`config.mk`:
```
export PLATFORM = sky130hd
export DESIGN_NAME = json_syntax_stack_parser_core
export DESIGN_NICKNAME = d
export VERILOG_FILES = /design/src/jssp_pkg.sv /design/src/json_syntax_stack_parser_core.sv /design/src/jssp_ram.sv /design/src/jssp_ctrl.sv /design/src/jssp_dpath.sv
export SDC_FILE = /design/constraint.sdc
export NUM_CORES = 1
export LEC_CHECK = 0
export ABC_AREA = 0
export BUFFER_PORTS_ARGS = -buffer_cell sky130_fd_sc_hd__buf_2
export CORE_ASPECT_RATIO = 0.8
export CORE_UTILIZATION = 42
export CTS_CLUSTER_DIAMETER = 40
export DETAILED_ROUTE_END_ITERATION = 10
export GPL_TIMING_DRIVEN = 0
export HOLD_SLACK_MARGIN = 0.1
export PLACE_DENSITY = 0.59
export SLEW_MARGIN = 20
export SYNTH_ARGS = -nofsm -noshare
export SYNTH_HDL_FRONTEND = slang
export SYNTH_SLANG_ARGS = --single-unit
```
`constraint.sdc`:
```
create_clock -name aclk -period 12.7 [get_ports aclk]
set_clock_uncertainty 0.2 [all_clocks]
set_input_delay 0.635 -clock aclk [delete_from_list [all_inputs] [get_ports aclk]]
set_output_delay 0.635 -clock aclk [all_outputs]
set_load 0.1 [all_outputs]
```
`src/jssp_pkg.sv`:
```
`timescale 1ns / 1ps
// shared types, codes and helpers for the json syntax stack parser
// no dependencies

package jssp_pkg;

    localparam int ENTRY_W       = 8;
    localparam int STACK_DEPTH_D = 64;
    localparam int DEPTH_W       = 7;

    // handler kinds
    localparam logic [2:0] K_TOP     = 3'd0;
    localparam logic [2:0] K_VALUE   = 3'd1;
    localparam logic [2:0] K_STRING  = 3'd2;
    localparam logic [2:0] K_ESCAPE  = 3'd3;
    localparam logic [2:0] K_NUMBER  = 3'd4;
    localparam logic [2:0] K_LITERAL = 3'd5;
    localparam logic [2:0] K_OBJECT  = 3'd6;
    localparam logic [2:0] K_ARRAY   = 3'd7;

    // object substates
    localparam logic [4:0] OB_KEY             = 5'd0;
    localparam logic [4:0] OB_KEY_AFTER_COMMA = 5'd1;
    localparam logic [4:0] OB_VALUE           = 5'd2;
    localparam logic [4:0] OB_COLON           = 5'd3;
    localparam logic [4:0] OB_COMMA           = 5'd4;
    // array substates
    localparam logic [4:0] AR_VALUE             = 5'd0;
    localparam logic [4:0] AR_VALUE_AFTER_COMMA = 5'd1;
    localparam logic [4:0] AR_COMMA             = 5'd2;
    // number substate bits
    localparam logic [4:0] NUM_SIGN_OK = 5'd1;
    localparam logic [4:0] NUM_EXP     = 5'd2;

    // opened value kinds
    localparam logic [2:0] OPEN_NONE   = 3'd0;
    localparam logic [2:0] OPEN_STRING = 3'd1;
    localparam logic [2:0] OPEN_NUMBER = 3'd2;
    localparam logic [2:0] OPEN_TRUE   = 3'd3;
    localparam logic [2:0] OPEN_FALSE  = 3'd4;
    localparam logic [2:0] OPEN_NULL   = 3'd5;
    localparam logic [2:0] OPEN_OBJECT = 3'd6;
    localparam logic [2:0] OPEN_ARRAY  = 3'd7;

    // error codes
    localparam logic [3:0] ERR_NONE          = 4'd0;
    localparam logic [3:0] ERR_UNEXPECTED    = 4'd1;
    localparam logic [3:0] ERR_TRAILING      = 4'd2;
    localparam logic [3:0] ERR_LEADING       = 4'd3;
    localparam logic [3:0] ERR_DOUBLE_COMMA  = 4'd4;
    localparam logic [3:0] ERR_MISSING_COMMA = 4'd5;
    localparam logic [3:0] ERR_COMMA_COLON   = 4'd6;
    localparam logic [3:0] ERR_INTERNAL      = 4'd7;
    localparam logic [3:0] ERR_OVERFLOW      = 4'd8;

    localparam logic [3:0] ITER_MAX = 4'd8;

    localparam logic [7:0] CH_QUOTE  = 8'h22;
    localparam logic [7:0] CH_BSLASH = 8'h5c;
    localparam logic [7:0] CH_NL     = 8'h0a;
    localparam logic [7:0] CH_CR     = 8'h0d;
    localparam logic [7:0] CH_TAB    = 8'h09;
    localparam logic [7:0] CH_SPACE  = 8'h20;
    localparam logic [7:0] CH_MINUS  = 8'h2d;
    localparam logic [7:0] CH_PLUS   = 8'h2b;
    localparam logic [7:0] CH_DOT    = 8'h2e;
    localparam logic [7:0] CH_COMMA  = 8'h2c;
    localparam logic [7:0] CH_COLON  = 8'h3a;
    localparam logic [7:0] CH_LBRACE = 8'h7b;
    localparam logic [7:0] CH_RBRACE = 8'h7d;
    localparam logic [7:0] CH_LBRACK = 8'h5b;
    localparam logic [7:0] CH_RBRACK = 8'h5d;

    typedef struct packed {
        logic load;
        logic handle;
        logic fail_internal;
        logic pop_apply;
        logic count;
        logic last_pop;
        logic finish;
    } ctl_cmd_t;

    typedef struct packed {
        logic err_active;
        logic hdl_pop;
        logic hdl_again;
        logic sp_gt1;
        logic last;
    } dp_status_t;

    function automatic logic [7:0] mk_entry(input logic [2:0] kind, input logic [4:0] sub);
        return {sub, kind};
    endfunction

    // remaining letters of true, false, null; zero past the end
    function automatic logic [7:0] lit_char(input logic [1:0] which, input logic [2:0] pos);
        logic [7:0] ch;
        ch = 8'h00;
        case (which)
            2'd0: begin
                case (pos)
                    3'd0: ch = "r";
                    3'd1: ch = "u";
                    3'd2: ch = "e";
                    default: ch = 8'h00;
                endcase
            end
            2'd1: begin
                case (pos)
                    3'd0: ch = "a";
                    3'd1: ch = "l";
                    3'd2: ch = "s";
                    3'd3: ch = "e";
                    default: ch = 8'h00;
                endcase
            end
            2'd2: begin
                case (pos)
                    3'd0: ch = "u";
                    3'd1: ch = "l";
                    3'd2: ch = "l";
                    default: ch = 8'h00;
                endcase
            end
            default: ch = 8'h00;
        endcase
        return ch;
    endfunction

endpackage

```
`src/json_syntax_stack_parser_core.sv`:
```
`timescale 1ns / 1ps
// top level of the json syntax stack parser
// depends on jssp_pkg, jssp_ctrl, jssp_dpath, jssp_ram

// Checks a JSON document fed one byte per transaction and returns one result
// per byte: the value kind opened, pops done, stack depth, line, column and a
// sticky error code. On the byte flagged last it also does the closing pop,
// reports doc_done and returns to the reset state. After acceptance a byte
// runs through the handler steps, a pop state for each pop (for the registered
// read of the stack ram), the counting state, the closing pop if any and then
// the result transaction. The handler state also makes a check pass when the
// byte is handed back after an error, when the hand-back limit is reached, or
// when an earlier error has already frozen the parse. The input is ready again
// only after the result transaction completes, so the parser takes a new byte
// only once it is through with the last one. No clearing pass is needed after
// reset.
module json_syntax_stack_parser_core #(
    parameter int STACK_DEPTH = jssp_pkg::STACK_DEPTH_D
) (
    input  logic        aclk,
    input  logic        aresetn,
    input  logic        s_valid,
    output logic        s_ready,
    input  logic [7:0]  s_byte_in,
    input  logic        s_last_byte,
    output logic        m_valid,
    input  logic        m_ready,
    output logic [2:0]  m_opened_kind,
    output logic [2:0]  m_pops_done,
    output logic [6:0]  m_nest_depth,
    output logic [31:0] m_line_no,
    output logic [31:0] m_column_no,
    output logic [3:0]  m_error_code,
    output logic        m_doc_done
);

    jssp_pkg::ctl_cmd_t   cmd;
    jssp_pkg::dp_status_t st;

    jssp_ctrl u_ctrl (
        .aclk   (aclk),
        .aresetn(aresetn),
        .s_valid(s_valid),
        .s_ready(s_ready),
        .m_valid(m_valid),
        .m_ready(m_ready),
        .st     (st),
        .cmd    (cmd)
    );

    jssp_dpath #(
        .STACK_DEPTH(STACK_DEPTH)
    ) u_dpath (
        .aclk         (aclk),
        .aresetn      (aresetn),
        .cmd          (cmd),
        .st           (st),
        .s_byte_in    (s_byte_in),
        .s_last_byte  (s_last_byte),
        .m_opened_kind(m_opened_kind),
        .m_pops_done  (m_pops_done),
        .m_nest_depth (m_nest_depth),
        .m_line_no    (m_line_no),
        .m_column_no  (m_column_no),
        .m_error_code (m_error_code),
        .m_doc_done   (m_doc_done)
    );

endmodule

```
`src/jssp_ram.sv`:
```
`timescale 1ns / 1ps
// generic single write port ram with registered read
// no dependencies

module jssp_ram #(
    parameter int WIDTH = 8,
    parameter int DEPTH = 64
) (
    input  logic                     aclk,
    input  logic                     we,
    input  logic [$clog2(DEPTH)-1:0] waddr,
    input  logic [WIDTH-1:0]         wdata,
    input  logic [$clog2(DEPTH)-1:0] raddr,
    output logic [WIDTH-1:0]         rdata
);

    logic [WIDTH-1:0] mem_reg [DEPTH];
    logic [WIDTH-1:0] rdata_reg;

    always_ff @(posedge aclk) begin
        if (we) begin
            mem_reg[waddr] <= wdata;
        end
        rdata_reg <= mem_reg[raddr];
    end

    assign rdata = rdata_reg;

endmodule

```
`src/jssp_ctrl.sv`:
```
`timescale 1ns / 1ps
// sequencer for the parser: accept, handler steps, pops, counting, result
// depends on jssp_pkg

module jssp_ctrl (
    input  logic                 aclk,
    input  logic                 aresetn,
    input  logic                 s_valid,
    output logic                 s_ready,
    output logic                 m_valid,
    input  logic                 m_ready,
    input  jssp_pkg::dp_status_t st,
    output jssp_pkg::ctl_cmd_t   cmd
);

    localparam logic [2:0] S_IDLE   = 3'd0;
    localparam logic [2:0] S_HANDLE = 3'd1;
    localparam logic [2:0] S_POP    = 3'd2;
    localparam logic [2:0] S_COUNT  = 3'd3;
    localparam logic [2:0] S_LPOP   = 3'd4;
    localparam logic [2:0] S_OUT    = 3'd5;

    logic [2:0] state_reg, state_next;
    logic [3:0] n_reg, n_next;
    logic       again_reg, again_next;

    always_ff @(posedge aclk) begin
        if (!aresetn) begin
            state_reg <= S_IDLE;
            n_reg     <= 4'd0;
            again_reg <= 1'b0;
        end else begin
            state_reg <= state_next;
            n_reg     <= n_next;
            again_reg <= again_next;
        end
    end

    always_comb begin
        cmd        = '0;
        state_next = state_reg;
        n_next     = n_reg;
        again_next = again_reg;
        s_ready    = 1'b0;
        m_valid    = 1'b0;
        case (state_reg)
            S_IDLE: begin
                s_ready = 1'b1;
                if (s_valid) begin
                    cmd.load   = 1'b1;
                    n_next     = 4'd0;
                    state_next = S_HANDLE;
                end
            end
            S_HANDLE: begin
                if (st.err_active) begin
                    state_next = S_COUNT;
                end else if (n_reg == jssp_pkg::ITER_MAX) begin
                    cmd.fail_internal = 1'b1;
                    state_next        = S_COUNT;
                end else begin
                    cmd.handle = 1'b1;
                    n_next     = n_reg + 4'd1;
                    again_next = st.hdl_again;
                    if (st.hdl_pop) begin
                        state_next = S_POP;
                    end else if (!st.hdl_again) begin
                        state_next = S_COUNT;
                    end
                end
            end
            S_POP: begin
                cmd.pop_apply = 1'b1;
                state_next    = again_reg ? S_HANDLE : S_COUNT;
            end
            S_COUNT: begin
                cmd.count = 1'b1;
                if (st.last && !st.err_active && st.sp_gt1) begin
                    cmd.last_pop = 1'b1;
                    state_next   = S_LPOP;
                end else begin
                    state_next = S_OUT;
                end
            end
            S_LPOP: begin
                cmd.pop_apply = 1'b1;
                state_next    = S_OUT;
            end
            S_OUT: begin
                m_valid = 1'b1;
                if (m_ready) begin
                    cmd.finish = 1'b1;
                    state_next = S_IDLE;
                end
            end
            default: begin
                state_next = S_IDLE;
            end
        endcase
    end

endmodule

```
`src/jssp_dpath.sv`:
```
`timescale 1ns / 1ps
// parser datapath: cached stack top, stack ram, handler decode, counters
// depends on jssp_pkg and jssp_ram

module jssp_dpath #(
    parameter int STACK_DEPTH = jssp_pkg::STACK_DEPTH_D
) (
    input  logic                 aclk,
    input  logic                 aresetn,
    input  jssp_pkg::ctl_cmd_t   cmd,
    output jssp_pkg::dp_status_t st,
    input  logic [7:0]           s_byte_in,
    input  logic                 s_last_byte,
    output logic [2:0]           m_opened_kind,
    output logic [2:0]           m_pops_done,
    output logic [6:0]           m_nest_depth,
    output logic [31:0]          m_line_no,
    output logic [31:0]          m_column_no,
    output logic [3:0]           m_error_code,
    output logic                 m_doc_done
);

    localparam int AW   = $clog2(STACK_DEPTH);
    localparam int SP_W = $clog2(STACK_DEPTH + 1);

    logic [7:0]      byte_reg;
    logic            last_reg;
    logic [7:0]      top_reg, top_next;
    logic [SP_W-1:0] sp_reg, sp_next;
    logic [31:0]     line_reg, line_next;
    logic [31:0]     col_reg, col_next;
    logic [3:0]      err_reg, err_next;
    logic [2:0]      opened_reg, opened_next;
    logic [2:0]      pops_reg, pops_next;
    logic            nl_reg, nl_next;

    logic            ram_we;
    logic [7:0]      ram_wdata, ram_rdata;
    logic [SP_W-1:0] wsum, rsum;
    logic [AW-1:0]   ram_waddr, ram_raddr;

    logic            sp_gt1, sp_full;

    // handler step outcome
    logic       h_top_wr, h_push, h_pop, h_again, h_nl;
    logic [7:0] h_top_new, h_push_entry;
    logic [2:0] h_open;
    logic [3:0] h_fail;
    // value start outcome
    logic       ov_push, ov_again, ov_nl;
    logic [7:0] ov_entry;
    logic [2:0] ov_open;
    logic [3:0] ov_fail;

    logic [2:0] kind;
    logic [4:0] sub;
    logic [7:0] c;
    logic [7:0] want;
    logic [7:0] top_mod;
    logic [2:0] p_kind;
    logic [4:0] p_sub;

    assign c    = byte_reg;
    assign kind = top_reg[2:0];
    assign sub  = top_reg[7:3];
    assign want = jssp_pkg::lit_char(sub[1:0], sub[4:2]);

    assign sp_gt1    = sp_reg > SP_W'(1);
    assign sp_full   = sp_reg >= SP_W'(STACK_DEPTH);
    assign wsum      = sp_reg - SP_W'(1);
    assign rsum      = sp_reg - SP_W'(2);
    assign ram_waddr = wsum[AW-1:0];
    assign ram_raddr = rsum[AW-1:0];

    jssp_ram #(
        .WIDTH(jssp_pkg::ENTRY_W),
        .DEPTH(STACK_DEPTH)
    ) u_stack (
        .aclk (aclk),
        .we   (ram_we),
        .waddr(ram_waddr),
        .wdata(ram_wdata),
        .raddr(ram_raddr),
        .rdata(ram_rdata)
    );

    // start of a value
    always_comb begin
        ov_push  = 1'b0;
        ov_again = 1'b0;
        ov_nl    = 1'b0;
        ov_entry = '0;
        ov_open  = jssp_pkg::OPEN_NONE;
        ov_fail  = jssp_pkg::ERR_NONE;
        if (c == jssp_pkg::CH_QUOTE) begin
            ov_push  = 1'b1;
            ov_entry = jssp_pkg::mk_entry(jssp_pkg::K_STRING, 5'd0);
            ov_open  = jssp_pkg::OPEN_STRING;
        end else if (c inside {jssp_pkg::CH_MINUS, jssp_pkg::CH_PLUS, jssp_pkg::CH_DOT,
                               [8'h30:8'h39]}) begin
            ov_push  = 1'b1;
            ov_again = 1'b1;
            ov_entry = jssp_pkg::mk_entry(jssp_pkg::K_NUMBER, jssp_pkg::NUM_SIGN_OK);
            ov_open  = jssp_pkg::OPEN_NUMBER;
        end else if (c == "t") begin
            ov_push  = 1'b1;
            ov_entry = jssp_pkg::mk_entry(jssp_pkg::K_LITERAL, 5'd0);
            ov_open  = jssp_pkg::OPEN_TRUE;
        end else if (c == "f") begin
            ov_push  = 1'b1;
            ov_entry = jssp_pkg::mk_entry(jssp_pkg::K_LITERAL, 5'd1);
            ov_open  = jssp_pkg::OPEN_FALSE;
        end else if (c == "n") begin
            ov_push  = 1'b1;
            ov_entry = jssp_pkg::mk_entry(jssp_pkg::K_LITERAL, 5'd2);
            ov_open  = jssp_pkg::OPEN_NULL;
        end else if (c == jssp_pkg::CH_LBRACE) begin
            ov_push  = 1'b1;
            ov_entry = jssp_pkg::mk_entry(jssp_pkg::K_OBJECT, jssp_pkg::OB_KEY);
            ov_open  = jssp_pkg::OPEN_OBJECT;
        end else if (c == jssp_pkg::CH_LBRACK) begin
            ov_push  = 1'b1;
            ov_entry = jssp_pkg::mk_entry(jssp_pkg::K_ARRAY, jssp_pkg::AR_VALUE);
            ov_open  = jssp_pkg::OPEN_ARRAY;
        end else if (c == jssp_pkg::CH_NL) begin
            ov_nl = 1'b1;
        end else if (!(c inside {jssp_pkg::CH_SPACE, jssp_pkg::CH_TAB, jssp_pkg::CH_CR})) begin
            ov_fail = jssp_pkg::ERR_UNEXPECTED;
        end
    end

    // one handler step on the stack top
    always_comb begin
        h_top_wr     = 1'b0;
        h_top_new    = top_reg;
        h_push       = 1'b0;
        h_push_entry = '0;
        h_open       = jssp_pkg::OPEN_NONE;
        h_pop        = 1'b0;
        h_again      = 1'b0;
        h_nl         = 1'b0;
        h_fail       = jssp_pkg::ERR_NONE;
        case (kind)
            jssp_pkg::K_TOP, jssp_pkg::K_VALUE: begin
                if (sub[0] && kind == jssp_pkg::K_VALUE) begin
                    h_pop   = 1'b1;
                    h_again = 1'b1;
                end else if (sub[0]) begin
                    // value already read: whitespace only
                    if (c == jssp_pkg::CH_NL) begin
                        h_nl = 1'b1;
                    end else if (!(c inside {jssp_pkg::CH_SPACE, jssp_pkg::CH_TAB,
                                             jssp_pkg::CH_CR})) begin
                        h_fail = jssp_pkg::ERR_UNEXPECTED;
                    end
                end else begin
                    h_push       = ov_push;
                    h_push_entry = ov_entry;
                    h_open       = ov_open;
                    h_again      = ov_again;
                    h_nl         = ov_nl;
                    h_fail       = ov_fail;
                end
            end
            jssp_pkg::K_STRING: begin
                if (c == jssp_pkg::CH_QUOTE) begin
                    h_pop = 1'b1;
                end else if (c == jssp_pkg::CH_BSLASH) begin
                    h_push       = 1'b1;
                    h_push_entry = jssp_pkg::mk_entry(jssp_pkg::K_ESCAPE, 5'd0);
                end else if (c == jssp_pkg::CH_NL) begin
                    h_nl = 1'b1;
                end
            end
            jssp_pkg::K_ESCAPE: begin
                h_pop = 1'b1;
            end
            jssp_pkg::K_NUMBER: begin
                if (c inside {[8'h30:8'h39]}) begin
                    h_top_wr  = 1'b1;
                    h_top_new = jssp_pkg::mk_entry(kind, sub & ~jssp_pkg::NUM_SIGN_OK);
                end else if (c == jssp_pkg::CH_DOT) begin
                    if ((sub & jssp_pkg::NUM_EXP) != 5'd0) begin
                        h_fail = jssp_pkg::ERR_UNEXPECTED;
                    end else begin
                        h_top_wr  = 1'b1;
                        h_top_new = jssp_pkg::mk_entry(kind, sub & ~jssp_pkg::NUM_SIGN_OK);
                    end
                end else if (c == "e" || c == "E") begin
                    h_top_wr  = 1'b1;
                    h_top_new = jssp_pkg::mk_entry(kind,
                                                   jssp_pkg::NUM_EXP | jssp_pkg::NUM_SIGN_OK);
                end else if (c == jssp_pkg::CH_MINUS || c == jssp_pkg::CH_PLUS) begin
                    if ((sub & jssp_pkg::NUM_SIGN_OK) == 5'd0) begin
                        h_fail = jssp_pkg::ERR_UNEXPECTED;
                    end else begin
                        h_top_wr  = 1'b1;
                        h_top_new = jssp_pkg::mk_entry(kind, sub & ~jssp_pkg::NUM_SIGN_OK);
                    end
                end else begin
                    h_pop   = 1'b1;
                    h_again = 1'b1;
                end
            end
            jssp_pkg::K_LITERAL: begin
                if (sub[1:0] == 2'd3) begin
                    h_fail = jssp_pkg::ERR_INTERNAL;
                end else if (c inside {"r", "u", "e", "a", "l", "s"}) begin
                    if (want != c) begin
                        h_fail = jssp_pkg::ERR_UNEXPECTED;
                    end else begin
                        h_top_wr  = 1'b1;
                        h_top_new = jssp_pkg::mk_entry(kind, {sub[4:2] + 3'd1, sub[1:0]});
                    end
                end else if (want == 8'h00) begin
                    h_pop   = 1'b1;
                    h_again = 1'b1;
                end else begin
                    h_fail = jssp_pkg::ERR_UNEXPECTED;
                end
            end
            jssp_pkg::K_OBJECT: begin
                if (c == jssp_pkg::CH_RBRACE) begin
                    if (sub == jssp_pkg::OB_KEY || sub == jssp_pkg::OB_COMMA) begin
                        h_pop = 1'b1;
                    end else if (sub == jssp_pkg::OB_KEY_AFTER_COMMA) begin
                        h_fail = jssp_pkg::ERR_TRAILING;
                    end else begin
                        h_fail = jssp_pkg::ERR_UNEXPECTED;
                    end
                end else if (c == jssp_pkg::CH_COMMA) begin
                    case (sub)
                        jssp_pkg::OB_COMMA: begin
                            h_top_wr  = 1'b1;
                            h_top_new = jssp_pkg::mk_entry(kind, jssp_pkg::OB_KEY_AFTER_COMMA);
                        end
                        jssp_pkg::OB_KEY:             h_fail = jssp_pkg::ERR_LEADING;
                        jssp_pkg::OB_KEY_AFTER_COMMA: h_fail = jssp_pkg::ERR_DOUBLE_COMMA;
                        jssp_pkg::OB_COLON:           h_fail = jssp_pkg::ERR_COMMA_COLON;
                        default:                      h_fail = jssp_pkg::ERR_INTERNAL;
                    endcase
                end else if (c == jssp_pkg::CH_COLON) begin
                    if (sub == jssp_pkg::OB_COLON) begin
                        h_top_wr     = 1'b1;
                        h_top_new    = jssp_pkg::mk_entry(kind, jssp_pkg::OB_VALUE);
                        h_push       = 1'b1;
                        h_push_entry = jssp_pkg::mk_entry(jssp_pkg::K_VALUE, 5'd0);
                    end else begin
                        h_fail = jssp_pkg::ERR_UNEXPECTED;
                    end
                end else if (c == jssp_pkg::CH_QUOTE) begin
                    if (sub == jssp_pkg::OB_KEY || sub == jssp_pkg::OB_KEY_AFTER_COMMA ||
                        sub == jssp_pkg::OB_VALUE) begin
                        h_push       = 1'b1;
                        h_push_entry = jssp_pkg::mk_entry(jssp_pkg::K_STRING, 5'd0);
                        h_open       = jssp_pkg::OPEN_STRING;
                    end else if (sub == jssp_pkg::OB_COMMA) begin
                        h_fail = jssp_pkg::ERR_MISSING_COMMA;
                    end else begin
                        h_fail = jssp_pkg::ERR_UNEXPECTED;
                    end
                end else if (c == jssp_pkg::CH_NL) begin
                    h_nl = 1'b1;
                end else if (!(c inside {jssp_pkg::CH_SPACE, jssp_pkg::CH_TAB,
                                         jssp_pkg::CH_CR})) begin
                    h_fail = jssp_pkg::ERR_UNEXPECTED;
                end
            end
            default: begin
                // array
                if (c == jssp_pkg::CH_RBRACK) begin
                    if (sub == jssp_pkg::AR_VALUE_AFTER_COMMA) begin
                        h_fail = jssp_pkg::ERR_TRAILING;
                    end else begin
                        h_pop = 1'b1;
                    end
                end else if (c == jssp_pkg::CH_COMMA) begin
                    if (sub == jssp_pkg::AR_COMMA) begin
                        h_top_wr  = 1'b1;
                        h_top_new = jssp_pkg::mk_entry(kind, jssp_pkg::AR_VALUE_AFTER_COMMA);
                    end else if (sub == jssp_pkg::AR_VALUE) begin
                        h_fail = jssp_pkg::ERR_LEADING;
                    end else begin
                        h_fail = jssp_pkg::ERR_DOUBLE_COMMA;
                    end
                end else if (c == jssp_pkg::CH_NL) begin
                    h_nl = 1'b1;
                end else if (c == jssp_pkg::CH_SPACE || c == jssp_pkg::CH_TAB) begin
                    h_nl = 1'b0;
                end else if (sub == jssp_pkg::AR_COMMA) begin
                    h_fail = jssp_pkg::ERR_MISSING_COMMA;
                end else begin
                    h_top_wr     = 1'b1;
                    h_top_new    = jssp_pkg::mk_entry(kind, jssp_pkg::AR_COMMA);
                    h_push       = 1'b1;
                    h_push_entry = jssp_pkg::mk_entry(jssp_pkg::K_VALUE, 5'd0);
                    h_again      = 1'b1;
                end
            end
        endcase
    end

    assign top_mod = h_top_wr ? h_top_new : top_reg;
    assign p_kind  = ram_rdata[2:0];
    assign p_sub   = ram_rdata[7:3];

    always_comb begin
        top_next    = top_reg;
        sp_next     = sp_reg;
        line_next   = line_reg;
        col_next    = col_reg;
        err_next    = err_reg;
        opened_next = opened_reg;
        pops_next   = pops_reg;
        nl_next     = nl_reg;
        ram_we      = 1'b0;
        ram_wdata   = top_mod;

        if (cmd.load) begin
            opened_next = jssp_pkg::OPEN_NONE;
            pops_next   = 3'd0;
            nl_next     = 1'b0;
        end

        if (cmd.handle) begin
            if (h_fail != jssp_pkg::ERR_NONE) begin
                err_next = h_fail;
            end
            if (h_nl) begin
                nl_next = 1'b1;
            end
            if (h_push) begin
                top_next = top_mod;
                if (sp_full) begin
                    err_next = jssp_pkg::ERR_OVERFLOW;
                end else begin
                    ram_we   = 1'b1;
                    top_next = h_push_entry;
                    sp_next  = sp_reg + SP_W'(1);
                    if (h_open != jssp_pkg::OPEN_NONE) begin
                        opened_next = h_open;
                    end
                end
            end else if (h_pop) begin
                if (sp_gt1) begin
                    sp_next   = sp_reg - SP_W'(1);
                    pops_next = pops_reg + 3'd1;
                end else begin
                    err_next = jssp_pkg::ERR_INTERNAL;
                end
            end else begin
                top_next = top_mod;
            end
        end

        if (cmd.fail_internal && err_reg == jssp_pkg::ERR_NONE) begin
            err_next = jssp_pkg::ERR_INTERNAL;
        end

        // parent comes back from the ram; a top, value or object parent learns a value arrived
        if (cmd.pop_apply) begin
            top_next = ram_rdata;
            if (p_kind == jssp_pkg::K_TOP || p_kind == jssp_pkg::K_VALUE) begin
                top_next = jssp_pkg::mk_entry(p_kind, p_sub | 5'd1);
            end else if (p_kind == jssp_pkg::K_OBJECT) begin
                if (p_sub == jssp_pkg::OB_KEY || p_sub == jssp_pkg::OB_KEY_AFTER_COMMA) begin
                    top_next = jssp_pkg::mk_entry(p_kind, jssp_pkg::OB_COLON);
                end else if (p_sub == jssp_pkg::OB_VALUE) begin
                    top_next = jssp_pkg::mk_entry(p_kind, jssp_pkg::OB_COMMA);
                end else if (err_reg == jssp_pkg::ERR_NONE) begin
                    err_next = jssp_pkg::ERR_INTERNAL;
                end
            end
        end

        if (cmd.count && err_reg == jssp_pkg::ERR_NONE) begin
            if (nl_reg) begin
                if (line_reg != 32'hffff_ffff) begin
                    line_next = line_reg + 32'd1;
                end
                col_next = 32'd1;
            end else if (col_reg != 32'hffff_ffff) begin
                col_next = col_reg + 32'd1;
            end
        end

        if (cmd.last_pop) begin
            sp_next   = sp_reg - SP_W'(1);
            pops_next = pops_reg + 3'd1;
        end

        if (cmd.finish && last_reg) begin
            top_next  = jssp_pkg::mk_entry(jssp_pkg::K_TOP, 5'd0);
            sp_next   = SP_W'(1);
            line_next = 32'd1;
            col_next  = 32'd1;
            err_next  = jssp_pkg::ERR_NONE;
        end
    end

    always_ff @(posedge aclk) begin
        if (!aresetn) begin
            top_reg    <= jssp_pkg::mk_entry(jssp_pkg::K_TOP, 5'd0);
            sp_reg     <= SP_W'(1);
            line_reg   <= 32'd1;
            col_reg    <= 32'd1;
            err_reg    <= jssp_pkg::ERR_NONE;
            opened_reg <= jssp_pkg::OPEN_NONE;
            pops_reg   <= 3'd0;
            nl_reg     <= 1'b0;
        end else begin
            top_reg    <= top_next;
            sp_reg     <= sp_next;
            line_reg   <= line_next;
            col_reg    <= col_next;
            err_reg    <= err_next;
            opened_reg <= opened_next;
            pops_reg   <= pops_next;
            nl_reg     <= nl_next;
        end
    end

    always_ff @(posedge aclk) begin
        if (cmd.load) begin
            byte_reg <= s_byte_in;
            last_reg <= s_last_byte;
        end
    end

    assign st.err_active = err_reg != jssp_pkg::ERR_NONE;
    assign st.hdl_pop    = h_pop && sp_gt1;
    assign st.hdl_again  = h_again;
    assign st.sp_gt1     = sp_gt1;
    assign st.last       = last_reg;

    assign m_opened_kind = opened_reg;
    assign m_pops_done   = pops_reg;
    assign m_nest_depth  = jssp_pkg::DEPTH_W'(sp_reg);
    assign m_line_no     = line_reg;
    assign m_column_no   = col_reg;
    assign m_error_code  = err_reg;
    assign m_doc_done    = last_reg && err_reg == jssp_pkg::ERR_NONE &&
                           sp_reg == SP_W'(1) && top_reg[3];

`ifndef SYNTHESIS
    a_sp_range: assert property (@(posedge aclk) disable iff (!aresetn)
        sp_reg >= SP_W'(1) && sp_reg <= SP_W'(STACK_DEPTH))
        else $error("stack pointer out of range");

    a_err_sticky: assert property (@(posedge aclk) disable iff (!aresetn)
        err_reg != jssp_pkg::ERR_NONE && !cmd.finish |=> err_reg == $past(err_reg))
        else $error("error code changed before document end");

    a_push_grows: assert property (@(posedge aclk) disable iff (!aresetn)
        ram_we |=> sp_reg == $past(sp_reg) + SP_W'(1))
        else $error("stack write without depth increment");

    // while a pop is being applied the cached top still holds the closed child
    a_bottom_top: assert property (@(posedge aclk) disable iff (!aresetn)
        sp_reg == SP_W'(1) && !cmd.pop_apply |-> top_reg[2:0] == jssp_pkg::K_TOP)
        else $error("bottom entry is not the top handler");
`endif

endmodule

```
Word level (Yosys, flattened, before mapping)
Memory sizes are Yosys's and may differ from the RTL's. A register that Yosys moved wholly into a read port is not among the register bits. Cells that the tools add are included.

Bits of input ports: 13. Bits in latches: 0. Bits in writable memories: 512. Flip-flop bits (word level): 107. Memories: 1. Bits in read-only memories: 0.

Memories: u_dpath.u_stack.mem_reg (words 64, bits a word 8, read ports 1, clocked after Yosys merged registers in 1, wr ports 1, line jssp_ram.sv:17) `logic [WIDTH-1:0] mem_reg [DEPTH];`.

Equality and inequality tests: 62. Mux-type cells: 257. Order comparisons: 4. $add $sub $neg: 8. $mul: 0. Divide/modulo/power cells: 0. Shift operators: 0. Bitwise operators: 3. Reductions and logical operators: 57.

Operators with widths (number): $mux 8 (44); $mux 4 (45); $eq 8x7->1 const B (15); $mux 3 (34); $mux 1 (101); $add 32x1->32 const B (2); $mux 32 (2); $ne 32x32->1 const B (2); $pmux 8 s4 (2); $eq 8x6->1 const B (7); $mux 7 (6); $pmux 7 s4 (1); $eq 8x4->1 const B (3); $pmux 8 s3 (1); $pmux 7 s3 (1); $pmux 4 s5 (1); $eq 3x2->1 const B (6); $eq 3x3->1 const B (6); $pmux 3 s6 (1); $mux 2 (8); $pmux 1 s4 (4); $eq 5x2->1 const B (3); $logic_not 5->1 (3); $pmux 7 s2 (1); other kinds (44) (92).

Longest topological paths before layout
Gate-level depths: netlist of the first run.

Word-level depth: 27. Gate-level depth with buffers: 13.

Hierarchy
From an unflattened synthesis of the first run, not the netlist that was laid out.

Cell total of the unflattened synthesis: 1916. Area, all modules: 27591.5 um2.

By module, submodules not included: jssp_ram (cells each 972, instances 1, area each 20190.6 um2); jssp_dpath (cells each 874, instances 1, area each 6874.1 um2); jssp_ctrl (cells each 70, instances 1, area each 526.8 um2).

Worst setup path before layout of the first run
Ideal clock, no wire load.

Kind: reg2reg. Start point: reg u_dpath.top_reg[1]. End point: mem u_dpath.u_stack.mem_reg[0][5], data pin. Slack: 8175 ps. Buffers on the path: 2. Arrival: 3826 ps. Clock period less this slack: 4525 ps. Cell stages (with the launch flop): 8. Cells stage by stage: dfxtp_1 clkbuf_1 nand2_1 clkbuf_1 or2_2 o22ai_1 a211oi_1 nor2_1.

Cells in the longest elaborated chain, start to end: 4.

Ends and longest elaborated chain: start, declared (line jssp_dpath.sv:28) `logic [7:0] top_reg, top_next;`; start signal, assigned (line jssp_dpath.sv:403) `top_reg <= jssp_pkg::mk_entry(jssp_pkg::K_TOP, 5'd0);`; start signal, assigned (line jssp_dpath.sv:412) `top_reg <= top_next;`; $eq 3x2->1 (tied with other cells) (line jssp_dpath.sv:143) `case (kind)`; $reduce_or 4->1 (no line); $pmux 8 s4 or $pmux 1 s4 (tied branches) (line jssp_dpath.sv:143); $mux 8 (*) (line jssp_dpath.sv:303) `assign top_mod = h_top_wr ? h_top_new : top_reg;`; via u_dpath.ram_wdata[5] (line jssp_dpath.sv:38) `logic [7:0] ram_wdata, ram_rdata;`; end, declared (line jssp_ram.sv:17).

The timed path passes the listed nets; every way through them passes the cells marked *.

Worst setup path after layout of the first run
Start point: reg u_dpath.sp_reg[0] (netlist: u_dpath.m_nest_depth[0]). End point: mem u_dpath.u_stack.mem_reg[37][5], enable pin.

Cells in the longest elaborated chain, start to end: 6.

Ends and longest elaborated chain: start, declared (line jssp_dpath.sv:29) `logic [SP_W-1:0] sp_reg, sp_next;`; start signal, assigned (line jssp_dpath.sv:413) `sp_reg <= sp_next;`; $ge 7x7->1 (line jssp_dpath.sv:69) `assign sp_full = sp_reg >= SP_W'(STACK_DEPTH);`; $mux 1 (line jssp_dpath.sv:334) `if (sp_full) begin`; $mux 1 (line jssp_dpath.sv:332) `if (h_push) begin`; $mux 1 (line jssp_dpath.sv:325) `if (cmd.handle) begin`; $mux 1 (line jssp_ram.sv:21) `if (we) begin`; $mux 1 (not written as such) (line jssp_ram.sv:22) `mem_reg[waddr] <= wdata;`.

Several ways; a longest one is shown, not always the timed one.

==> flow_metrics.py, run 1 <==
metrics = {
    "outcome": {
        "status": "completed",
    },
    "clock_network": {
        "clock_latency_ps": 630,
        "cts-root-buf": "clkbuf_16",
        "cts_made_buffers": 76,
        "cts_htree_levels": 3,
        "hold_buffers": 9,
        "clock_sinks": 627,
        "cts.path.max_buffers": 3,
        "postCtsSetupBuffers": 0,
        "cts_tree": "yes",
        "clk_pin_slew_ps": 60,
        "cts_resized": 0,
    },
    "placement": {
        "postPlaceCellArea_mm2": 0.0287,
        "hpwl_um": 46500,
        "port_buffers": 95,
        "place_congestion": 0.901,
    },
    "pwr": {
        "clkPwrFrac_pct": 42.0,
        "power_switching_uw": 1360,
        "switching_share_pct": 26.9,
        "powerDensity_mw_per_mm2": 162,
        "internal-power_uw": 3700,
        "power_frac_seq_pct": 46.9,
        "power.total_uw": 5070,
        "leakage_uw": 0.0104,
        "max-vdd-ir-drop_uv": 134,
        "p_comb_share_pct": 11.1,
    },
    "critical_path": {
        "required_ps": 12750,
        "cp.arrival_ps": 5840,
        "cp-start-kind": "flop",
        "cp-end-kind": "flop",
        "path_max_fanout": 10,
        "crit_type": "flop to flop",
    },
    "synth": {
        "syn_inst": 1719,
        "seq_area_frac_synth_pct": 65.8,
        "synth-async-reset-ratio_pct": 0,
        "ys_types": 91,
        "ys_warn_count": 0,
        "syn_area_mm2": 0.0270,
        "ys_ff_latch": 627,
        "syn_nets": 1749,
        "synth_ff_type": "edfxtp_1",
        "synth_edf_count": 521,
        "syn_area_per_cell_um2": 15.7,
    },
    "final_layout": {
        "final_common_cell": "edfxtp_1",
        "final_layout_size_suffix_gt1_share_pct": 23.1,
        "fillers": 5319,
        "largest_reg_flops": 512,
        "diodes": 0,
        "final_area_mm2": 0.0313,
        "synthToLayoutAreaGrowth_pct": 15.9,
        "fin_nets": 1937,
        "final_cell_mix": "edfxtp_1 (521), nor2_1 (174), mux4_2 (168)",
    },
    "grt": {
        "grt-ovfl-total": 0,
        "antenna_found_initial": 2,
        "grt_max_degree": 69,
        "grt_pass1_vias": 15800,
        "grt.total_usage_pct": 21.1,
        "grt_pass1_wl_um": 102000,
    },
    "floorplan": {
        "start_util_pct": 42.8,
        "dieArea_mm2": 0.0653,
        "io_pins": 97,
        "die_width_um": 286,
        "rows": 82,
        "design.core.area_mm2": 0.0631,
        "die_y_um": 229,
    },
    "routing": {
        "dr.first_iter.drc_count": 1506,
        "ant_nets": 0,
        "dr.pass1.iters": 5,
        "drc": 0,
        "routed_wl_um": 68200,
        "viasPerCell": 5.78,
        "avgRoutedWirePerCell_um": 24.3,
        "vias": 16300,
    },
    "timing": {
        "setup-tns-final_ps": 0,
        "setup_viol": 0,
        "maxSlewViolCount": 0,
        "slew_headroom_pct": 30.7,
        "hold_viol": 0,
        "tightestPinTransition_ps": 1030,
        "max_freq_ghz": 0.173,
        "min_period_over_period_pct": 45.6,
        "period_needed_ps": 5790,
        "rsz0062_at_grt": "false",
    },
    "run": {
        "maxCapViolations": 0,
    },
    "hold_path": {
        "worstHoldPathType": "input pin to flop",
    },
}
==> area by class of cell <==
| cell class | count | area, um2 | area share, % |
|---|---|---|---|
| Buffer | 92 | 397 | 1.27 |
| Clock buffer | 86 | 1990 | 6.36 |
| Clock inverter | 54 | 514 | 1.64 |
| Inverter | 23 | 86.3 | 0.276 |
| Multi-Input combinational cell | 977 | 8810 | 28.1 |
| Sequential cell | 627 | 17800 | 56.8 |
| Tap cell | 840 | 1050 | 3.36 |
| Timing Repair Buffer | 110 | 684 | 2.19 |
==> synth_stat cells (22+ instances only) <==
master	number	share of area, %
dfxtp_1	106	7.9
xnor2_1	32	1.0
o21ai_0	25	0.46
mux4_2	168	14
nor3_1	30	0.56
clkbuf_1	64	0.89
nor2_1	175	2.4
xor2_1	43	1.4
nand2_1	99	1.4
a21oi_1	44	0.82
inv_1	22	0.31
nand3_1	38	0.70
and3_1	35	0.81
edfxtp_1	521	58
==> power groups by stage <==
| stage | combinational (uW) | sequential [uW] | clock [uW] |
|---|---|---|---|
| after floorplan | 334 | 2440 | 0 |
| after detailed placement | 558 | 2420 | 0 |
| after global placement | 513 | 2450 | 0 |
| after CTS | 561 | 2380 | 2170 |
| after global routing | 608 | 2380 | 2250 |
| final | 564 | 2380 | 2130 |
==> routing by layer <==
metal,global-route usage (%),part of all wire [%],vias to the layer above
li1,-,-,7207
met1,31.6,46,8372
met2,30.6,44,547
met3,4.89,7.5,124
met4,6.18,2.5,0
met5,0,0,-
==> critical path: stages, from the launching register on <==
cell and delay (ps):
dfxtp_1 410, clkbuf_1 450, clkbuf_1 800, buf_1 640, inv_1 320, ha_1 360
clkbuf_1 340, nand4_1 890, nor2_1 1000
==> path summary, 6_finish.rpt <==
kind	start	to	slack, ps	depth (start not counted)
setup / recovery	u_dpath.m_nest_depth[0]$_SDFFE_PP1P_	u_dpath.u_stack.mem_reg[37][5]$_DFFE_PP_	6910	8
hold / removal	aresetn	u_dpath.m_pops_done[2]$_SDFF_PN0_	180	2
setup reg to reg	u_dpath.m_nest_depth[0]$_SDFFE_PP1P_	u_dpath.u_stack.mem_reg[37][5]$_DFFE_PP_	6910	8
hold reg to reg	u_ctrl.again_reg$_SDFFE_PN0P_	u_ctrl.again_reg$_SDFFE_PN0P_	270	2
==> through the flow <==
| stage | std cells | utilization [%] | worst slack, ps | hold WS (ps) |
|---|---|---|---|---|
| after floorplan | 1719 | - | 8170 | 235 |
| after global placement | 2654 | 45.2 | 5030 | 254 |
| after detailed placement | 2659 | 45.5 | 6930 | 253 |
| after CTS | 2808 | 49.6 | 6920 | 144 |
| after global routing | 2809 | 49.6 | 6620 | 182 |
| final | 2809 | 49.6 | 6910 | 176 |
==> cell families (layout without fill, tap and decap cells) <==
kind of cell | count (synthesis) | count (layout) | synth area share, %
compound gates | 178 | 178 | 4.66
buf+inv | 115 | 365 | 1.78
fa+ha+maj | 17 | 17 | 0.787
simple gates | 531 | 531 | 10.2
flops | 627 | 627 | 65.8
xor+xnor | 75 | 75 | 2.43
mux | 176 | 176 | 14.3
Note: power is estimated with default switching activity, not from simulation.
==> run 2: changes to the inputs <==
--- a/config.mk
+++ b/config.mk
@@ -13,7 +13,7 @@
 export DETAILED_ROUTE_END_ITERATION = 10
 export GPL_TIMING_DRIVEN = 0
 export HOLD_SLACK_MARGIN = 0.1
-export PLACE_DENSITY = 0.59
+export PLACE_DENSITY = 0.61
 export SLEW_MARGIN = 20
 export SYNTH_ARGS = -nofsm -noshare
 export SYNTH_HDL_FRONTEND = slang
==> constraint.sdc (replaced) <==
create_clock -name aclk -period 5.23 [get_ports aclk]
set_clock_uncertainty 0.2 [all_clocks]
set_input_delay 0.2615 -clock aclk [delete_from_list [all_inputs] [get_ports aclk]]
set_output_delay 0.2615 -clock aclk [all_outputs]
set_load 0.1 [all_outputs]
==> flow_metrics.py, run 2 (synthesis results as in run 1) <==
metrics = {
    "outcome": {
        "status": "completed",
    },
    "placement": {
        "place_congestion": 0.894,
        "postPlaceCellArea_mm2": 0.0287,
        "hpwl_um": 46100,
        "port_buffers": 95,
    },
    "routing": {
        "drc": 0,
        "vias": 16400,
        "dr.first_iter.drc_count": 1727,
        "avgRoutedWirePerCell_um": 24.1,
        "ant_nets": 0,
        "routed_wl_um": 67800,
        "dr.pass1.iters": 6,
        "viasPerCell": 5.85,
    },
    "grt": {
        "grt_pass1_wl_um": 103000,
        "grt_pass1_vias": 16000,
        "grt_max_degree": 69,
        "grt-ovfl-total": 0,
        "grt.total_usage_pct": 21.2,
        "antenna_found_initial": 1,
    },
    "final_layout": {
        "diodes": 0,
        "largest_reg_flops": 512,
        "synthToLayoutAreaGrowth_pct": 16.5,
        "fin_nets": 1941,
        "final_cell_mix": "edfxtp_1 (521), mux4_2 (168), nor2_1 (136)",
        "final_layout_size_suffix_gt1_share_pct": 25.1,
        "final_common_cell": "edfxtp_1",
        "fillers": 5255,
        "final_core_util_pct": 49.9,
        "final_area_mm2": 0.0315,
    },
    "critical_path": {
        "reg2reg_depth": 10,
        "startpoint": "u_dpath.m_nest_depth[0]$_SDFFE_PP1P_",
        "cp.arrival_ps": 5020,
        "required_ps": 5280,
        "cp-end-kind": "flop",
        "cp-start-kind": "flop",
        "r2r_start": "u_dpath.m_nest_depth[0]$_SDFFE_PP1P_",
        "crit_type": "flop to flop",
        "r2r-end": "u_dpath.u_stack.mem_reg[2][4]$_DFFE_PP_",
        "rrSetupSlack_ps": 260,
        "path_max_fanout": 10,
    },
    "clock_network": {
        "cts_made_buffers": 72,
        "cts_tree": "yes",
        "cts.path.max_buffers": 3,
        "cts-root-buf": "clkbuf_16",
        "clk_pin_slew_ps": 60,
        "clock_latency_ps": 630,
        "clock_sinks": 627,
        "cts_htree_levels": 3,
    },
    "pwr": {
        "internal-power_uw": 9060,
        "powerDensity_mw_per_mm2": 392,
        "power_switching_uw": 3260,
        "clkPwrFrac_pct": 41.9,
        "p_comb_share_pct": 11.0,
        "max-vdd-ir-drop_uv": 276,
        "power_frac_seq_pct": 47.0,
        "switching_share_pct": 26.5,
        "leakage_uw": 0.0104,
        "power.total_uw": 12300,
    },
    "timing": {
        "maxSlewViolCount": 0,
        "min_period_over_period_pct": 95.0,
        "tightestPinTransition_ps": 1010,
        "rsz0062_at_grt": "true",
        "hold_viol": 0,
        "period_needed_ps": 4970,
        "max_freq_ghz": 0.201,
        "setup_viol": 0,
        "slew_headroom_pct": 31.1,
        "hold_slack_ps": 163,
    },
    "floorplan": {
        "io_pins": 97,
        "rows": 82,
        "die_width_um": 286,
        "start_util_pct": 42.8,
        "design.core.area_mm2": 0.0631,
        "dieArea_mm2": 0.0653,
        "die_y_um": 229,
    },
    "run": {
        "maxCapViolations": 0,
    },
    "hold_path": {
        "worstHoldEndpoint": "u_dpath.byte_reg[0]$_DFFE_PP_",
        "min_path_cells": 2,
        "hp-start": "s_byte_in[0]",
        "worstHoldPathType": "input pin to flop",
    },
}
-- run 2: cell count changes in the layout (fill, tap and decap cells not counted), moves of 4 or more --
cell	previous run	this run
inv_6	11	7
bufinv_16	2	7
nor2_1	174	136
clkbuf_16	78	72
nor2_2	0	38
buf_4	1	8
clkinvlp_4	8	4
-- run 2: final cells by class --
cell class	instances	area, um2	share of cell area [%]
timing repair buffer	118	736	2.34
inverter	23	88.8	0.282
buffer	92	422	1.34
sequential	627	17800	56.5
clock inverter	48	588	1.87
tap	840	1050	3.34
clock buffer	85	1880	5.98
multi-input combinational	977	8910	28.3
-- run 2: worst max-delay path, stage by stage (launching register included) --
cell and delay (ps):
dfxtp_1 400, clkbuf_1 460, clkbuf_2 530, buf_1 620
inv_1 320, ha_1 350, nand2_1 110, xor2_1 370
and2_1 220, nand2_1 290, nor2_1 720
-- run 2: worst max path at each step --
stage / end / slack (ps) / cells after the start
after detailed placement: u_dpath.u_stack.mem_reg[45][2]$_DFFE_PP_ / -570 / 8
after global placement: u_dpath.u_stack.mem_reg[52][5]$_DFFE_PP_ / -2580 / 7
after global routing: u_dpath.u_stack.mem_reg[11][2]$_DFFE_PP_ / -10 / 10
after floorplan: u_dpath.u_stack.mem_reg[0][5]$_DFFE_PP_ / 700 / 7
after CTS: u_dpath.u_stack.mem_reg[40][5]$_DFFE_PP_ / -90 / 8
final: u_dpath.u_stack.mem_reg[2][4]$_DFFE_PP_ / 260 / 10
-- run 2: power by group through the flow --
stage	logic (uW)	registers [uW]	clock network (uW)
after floorplan	811	5940	0
after global placement	1250	5940	0
after detailed placement	1330	5900	0
after CTS	1340	5800	5240
after global routing	1460	5810	5430
final	1360	5800	5160
-- run 2: stage by stage --
| step | worst slack (ps) | setup TNS [ps] | instances |
|---|---|---|---|
| 4_1_cts | -85.7 | -3760 | 2807 |
| 6_report | 262 | 0 | 2810 |
| 3_3_place_gp | -2580 | -803120 | 2654 |
| 3_5_place_dp | -567 | -121840 | 2658 |
| 2_1_floorplan | 705 | 0 | 1719 |
| 5_1_grt | -14.7 | -38.8 | 2810 |
-- run 2: what timing repair did --
action,4_1_cts,5_1_grt
cloned,0,0
gates resized for setup,32,15
setup buffers,4,3
pin swaps,2,2
hold endpoints to repair,27,0
setup endpoints to repair,357,163
hold buffers,12,0
-- run 2: routing by layer --
layer  wire (um)  track usage (%)  share of wire, %  vias up
met3        5400             4.62               8.0      104
met2       29800             30.5                44      658
li1            -                -                 -     7184
met4        1250             4.65               1.8        0
met5           0                0                 0        -
met1       31300             32.6                46     8480
==> run 3: changes to the inputs <==
--- a/config.mk
+++ b/config.mk
@@ -8,6 +8,7 @@
 export ABC_AREA = 0
 export BUFFER_PORTS_ARGS = -buffer_cell sky130_fd_sc_hd__buf_2
 export CORE_ASPECT_RATIO = 0.8
+export CORE_MARGIN = 3
 export CORE_UTILIZATION = 42
 export CTS_CLUSTER_DIAMETER = 40
 export DETAILED_ROUTE_END_ITERATION = 10
==> flow_metrics.py, run 3 (synthesis results as in run 1) <==
metrics = {
    "routing": {
        "avgRoutedWirePerCell_um": 24.4,
        "ant_nets": 0,
        "routed_wl_um": 68900,
        "drc": 0,
        "dr.first_iter.drc_count": 1520,
        "vias": 16400,
        "viasPerCell": 5.82,
        "dr.pass1.iters": 5,
    },
    "pwr": {
        "max-vdd-ir-drop_uv": 310,
        "leakage_uw": 0.0105,
        "powerDensity_mw_per_mm2": 394,
    },
    "critical_path": {
        "startpoint": "u_dpath.m_nest_depth[0]$_SDFFE_PP1P_",
        "cp_common_cell": "nand2_1",
        "cp-start-kind": "flop",
        "slowest_stage": "nor2_1",
        "cp-end-kind": "flop",
        "cp.arrival_ps": 5080,
        "path_max_fanout": 10,
        "path_cells": "clkbuf_1 > clkbuf_2 > buf_1 > inv_1 > ha_1 > nand2_1 > xor2_1 > nor2b_1 > nand2_1 > nor2_1",
        "required_ps": 5250,
        "r2r_start": "u_dpath.m_nest_depth[0]$_SDFFE_PP1P_",
        "cpPeakStageDelay_ps": 750,
        "crit_type": "flop to flop",
    },
    "floorplan": {
        "start_util_pct": 42.8,
        "die_y_um": 233,
        "dieArea_mm2": 0.0674,
        "rows": 82,
        "design.core.area_mm2": 0.0631,
        "io_pins": 97,
        "die_width_um": 290,
    },
    "final_layout": {
        "final_common_cell": "edfxtp_1",
        "final_area_mm2": 0.0316,
        "largest_reg_flops": 512,
        "regArea_mm2": 0.0178,
        "fillers": 5259,
        "final_layout_size_suffix_gt1_share_pct": 25.6,
        "fin_nets": 1948,
        "synthToLayoutAreaGrowth_pct": 17.0,
        "final_cell_mix": "edfxtp_1 (521), mux4_2 (168), nor2_1 (133)",
        "diodes": 0,
        "layout.cells.non_filler": 2817,
        "multiInputGateArea_mm2": 0.00891,
    },
    "clock_network": {
        "clock_sinks": 627,
        "cts_htree_levels": 3,
        "clock_latency_ps": 610,
        "cts-root-buf": "clkbuf_16",
        "cts_made_buffers": 76,
        "cts.path.max_buffers": 3,
        "cts_tree": "yes",
        "clk_pin_slew_ps": 50,
    },
    "hold_path": {
        "worstHoldPathType": "input pin to flop",
        "hp-start": "s_byte_in[3]",
    },
    "grt": {
        "grt_pass1_vias": 16200,
        "grt-ovfl-total": 0,
        "grt_max_degree": 69,
        "grt_pass1_wl_um": 103000,
        "grt.total_usage_pct": 20.7,
        "antenna_found_initial": 1,
    },
    "placement": {
        "dp_cells": 2660,
        "postPlaceCellArea_mm2": 0.0287,
        "place_congestion": 0.870,
        "hpwl_um": 47200,
        "port_buffers": 95,
    },
    "outcome": {
        "status": "completed",
    },
    "timing": {
        "tightestPinTransition_ps": 1100,
        "max_freq_ghz": 0.198,
        "slew_headroom_pct": 26.3,
        "setup_viol": 0,
        "maxSlewViolCount": 0,
        "period_needed_ps": 5060,
        "min_period_over_period_pct": 96.7,
        "rsz0062_at_grt": "true",
        "hold_viol": 0,
    },
    "run": {
        "maxCapViolations": 0,
    },
}
-- run 3: cell types whose count changed in the layout (fill, tap and decap cells not counted), sizes merged --
cell         previous run  this run
clkinvlp                4         7
inv                    33        36
dlygate4sd3            12        13
bufinv                  7         6
clkbuf                149       156
clkinv                 27        20
buf                   131       132
-- run 3: worst max-delay path, delay by kind of cell (launching register included) --
family	cells	cell delay, ps
simple gates	4	1390
buf+inv	4	1900
xor+xnor	1	380
flops	1	440
fa+ha+maj	1	350
-- run 3: worst paths after layout --
kind                            cells after the start                                        to  slack [ps]
worst min register to register                      2             u_ctrl.again_reg$_SDFFE_PN0P_         270
worst min-delay path                                2             u_dpath.byte_reg[3]$_DFFE_PP_         170
worst max-delay path                               10  u_dpath.u_stack.mem_reg[47][3]$_DFFE_PP_         170
worst max register to register                     10  u_dpath.u_stack.mem_reg[47][3]$_DFFE_PP_         170
-- run 3: what timing repair did --
item	in CTS	in global routing
endpoints found under the setup margin	321	257
gates resized for setup	25	26
setup buffers	4	3
pin swaps	2	2
hold buffers	13	0
endpoints found under the hold margin	31	0
-- run 3: layout make-up --
type                       count  area share [%]
sequential                   627            56.3
multi-input combinational    977            28.2
clock buffer                  91            6.50
tap                          840            3.33
timing repair buffer         121            2.53
clock inverter                46            1.55
buffer                        92            1.33
inverter                      23           0.273
-- run 3: per-layer routing --
layer  global-route usage (%)  vias to the layer above  routed length [um]
met5                        0                        -                   0
met4                     5.31                        0                1490
met3                     5.51                      119                5690
met2                     30.4                      594               31100
met1                     30.6                     8484               30600
li1                         -                     7192                   -
-- run 3: through the flow --
| stage | TNS (ps) | util, % | total power (uW) | hold slack [ps] | worst slack (ps) |
|---|---|---|---|---|---|
| 2_1_floorplan | 0 | - | 6750 | 160 | 705 |
| 3_3_place_gp | -909230 | 45.2 | 7190 | 242 | -2550 |
| 3_5_place_dp | -95330 | 45.5 | 7250 | 240 | -515 |
| 4_1_cts | -530 | 49.9 | 12500 | 148 | -41.2 |
| 5_1_grt | -5950 | 50.1 | 12900 | 156 | -146 |
| 6_report | 0 | 50.1 | 12400 | 175 | 172 |
-- run 3: where the power goes --
group          switching [uW]  internal (uW)  total (uW)  leakage, uW
Combinational             977            405        1380      0.00359
Sequential                117           5670        5790      0.00566
Clock                    2130           3150        5280      0.00123
Total                    3220           9230       12400       0.0105
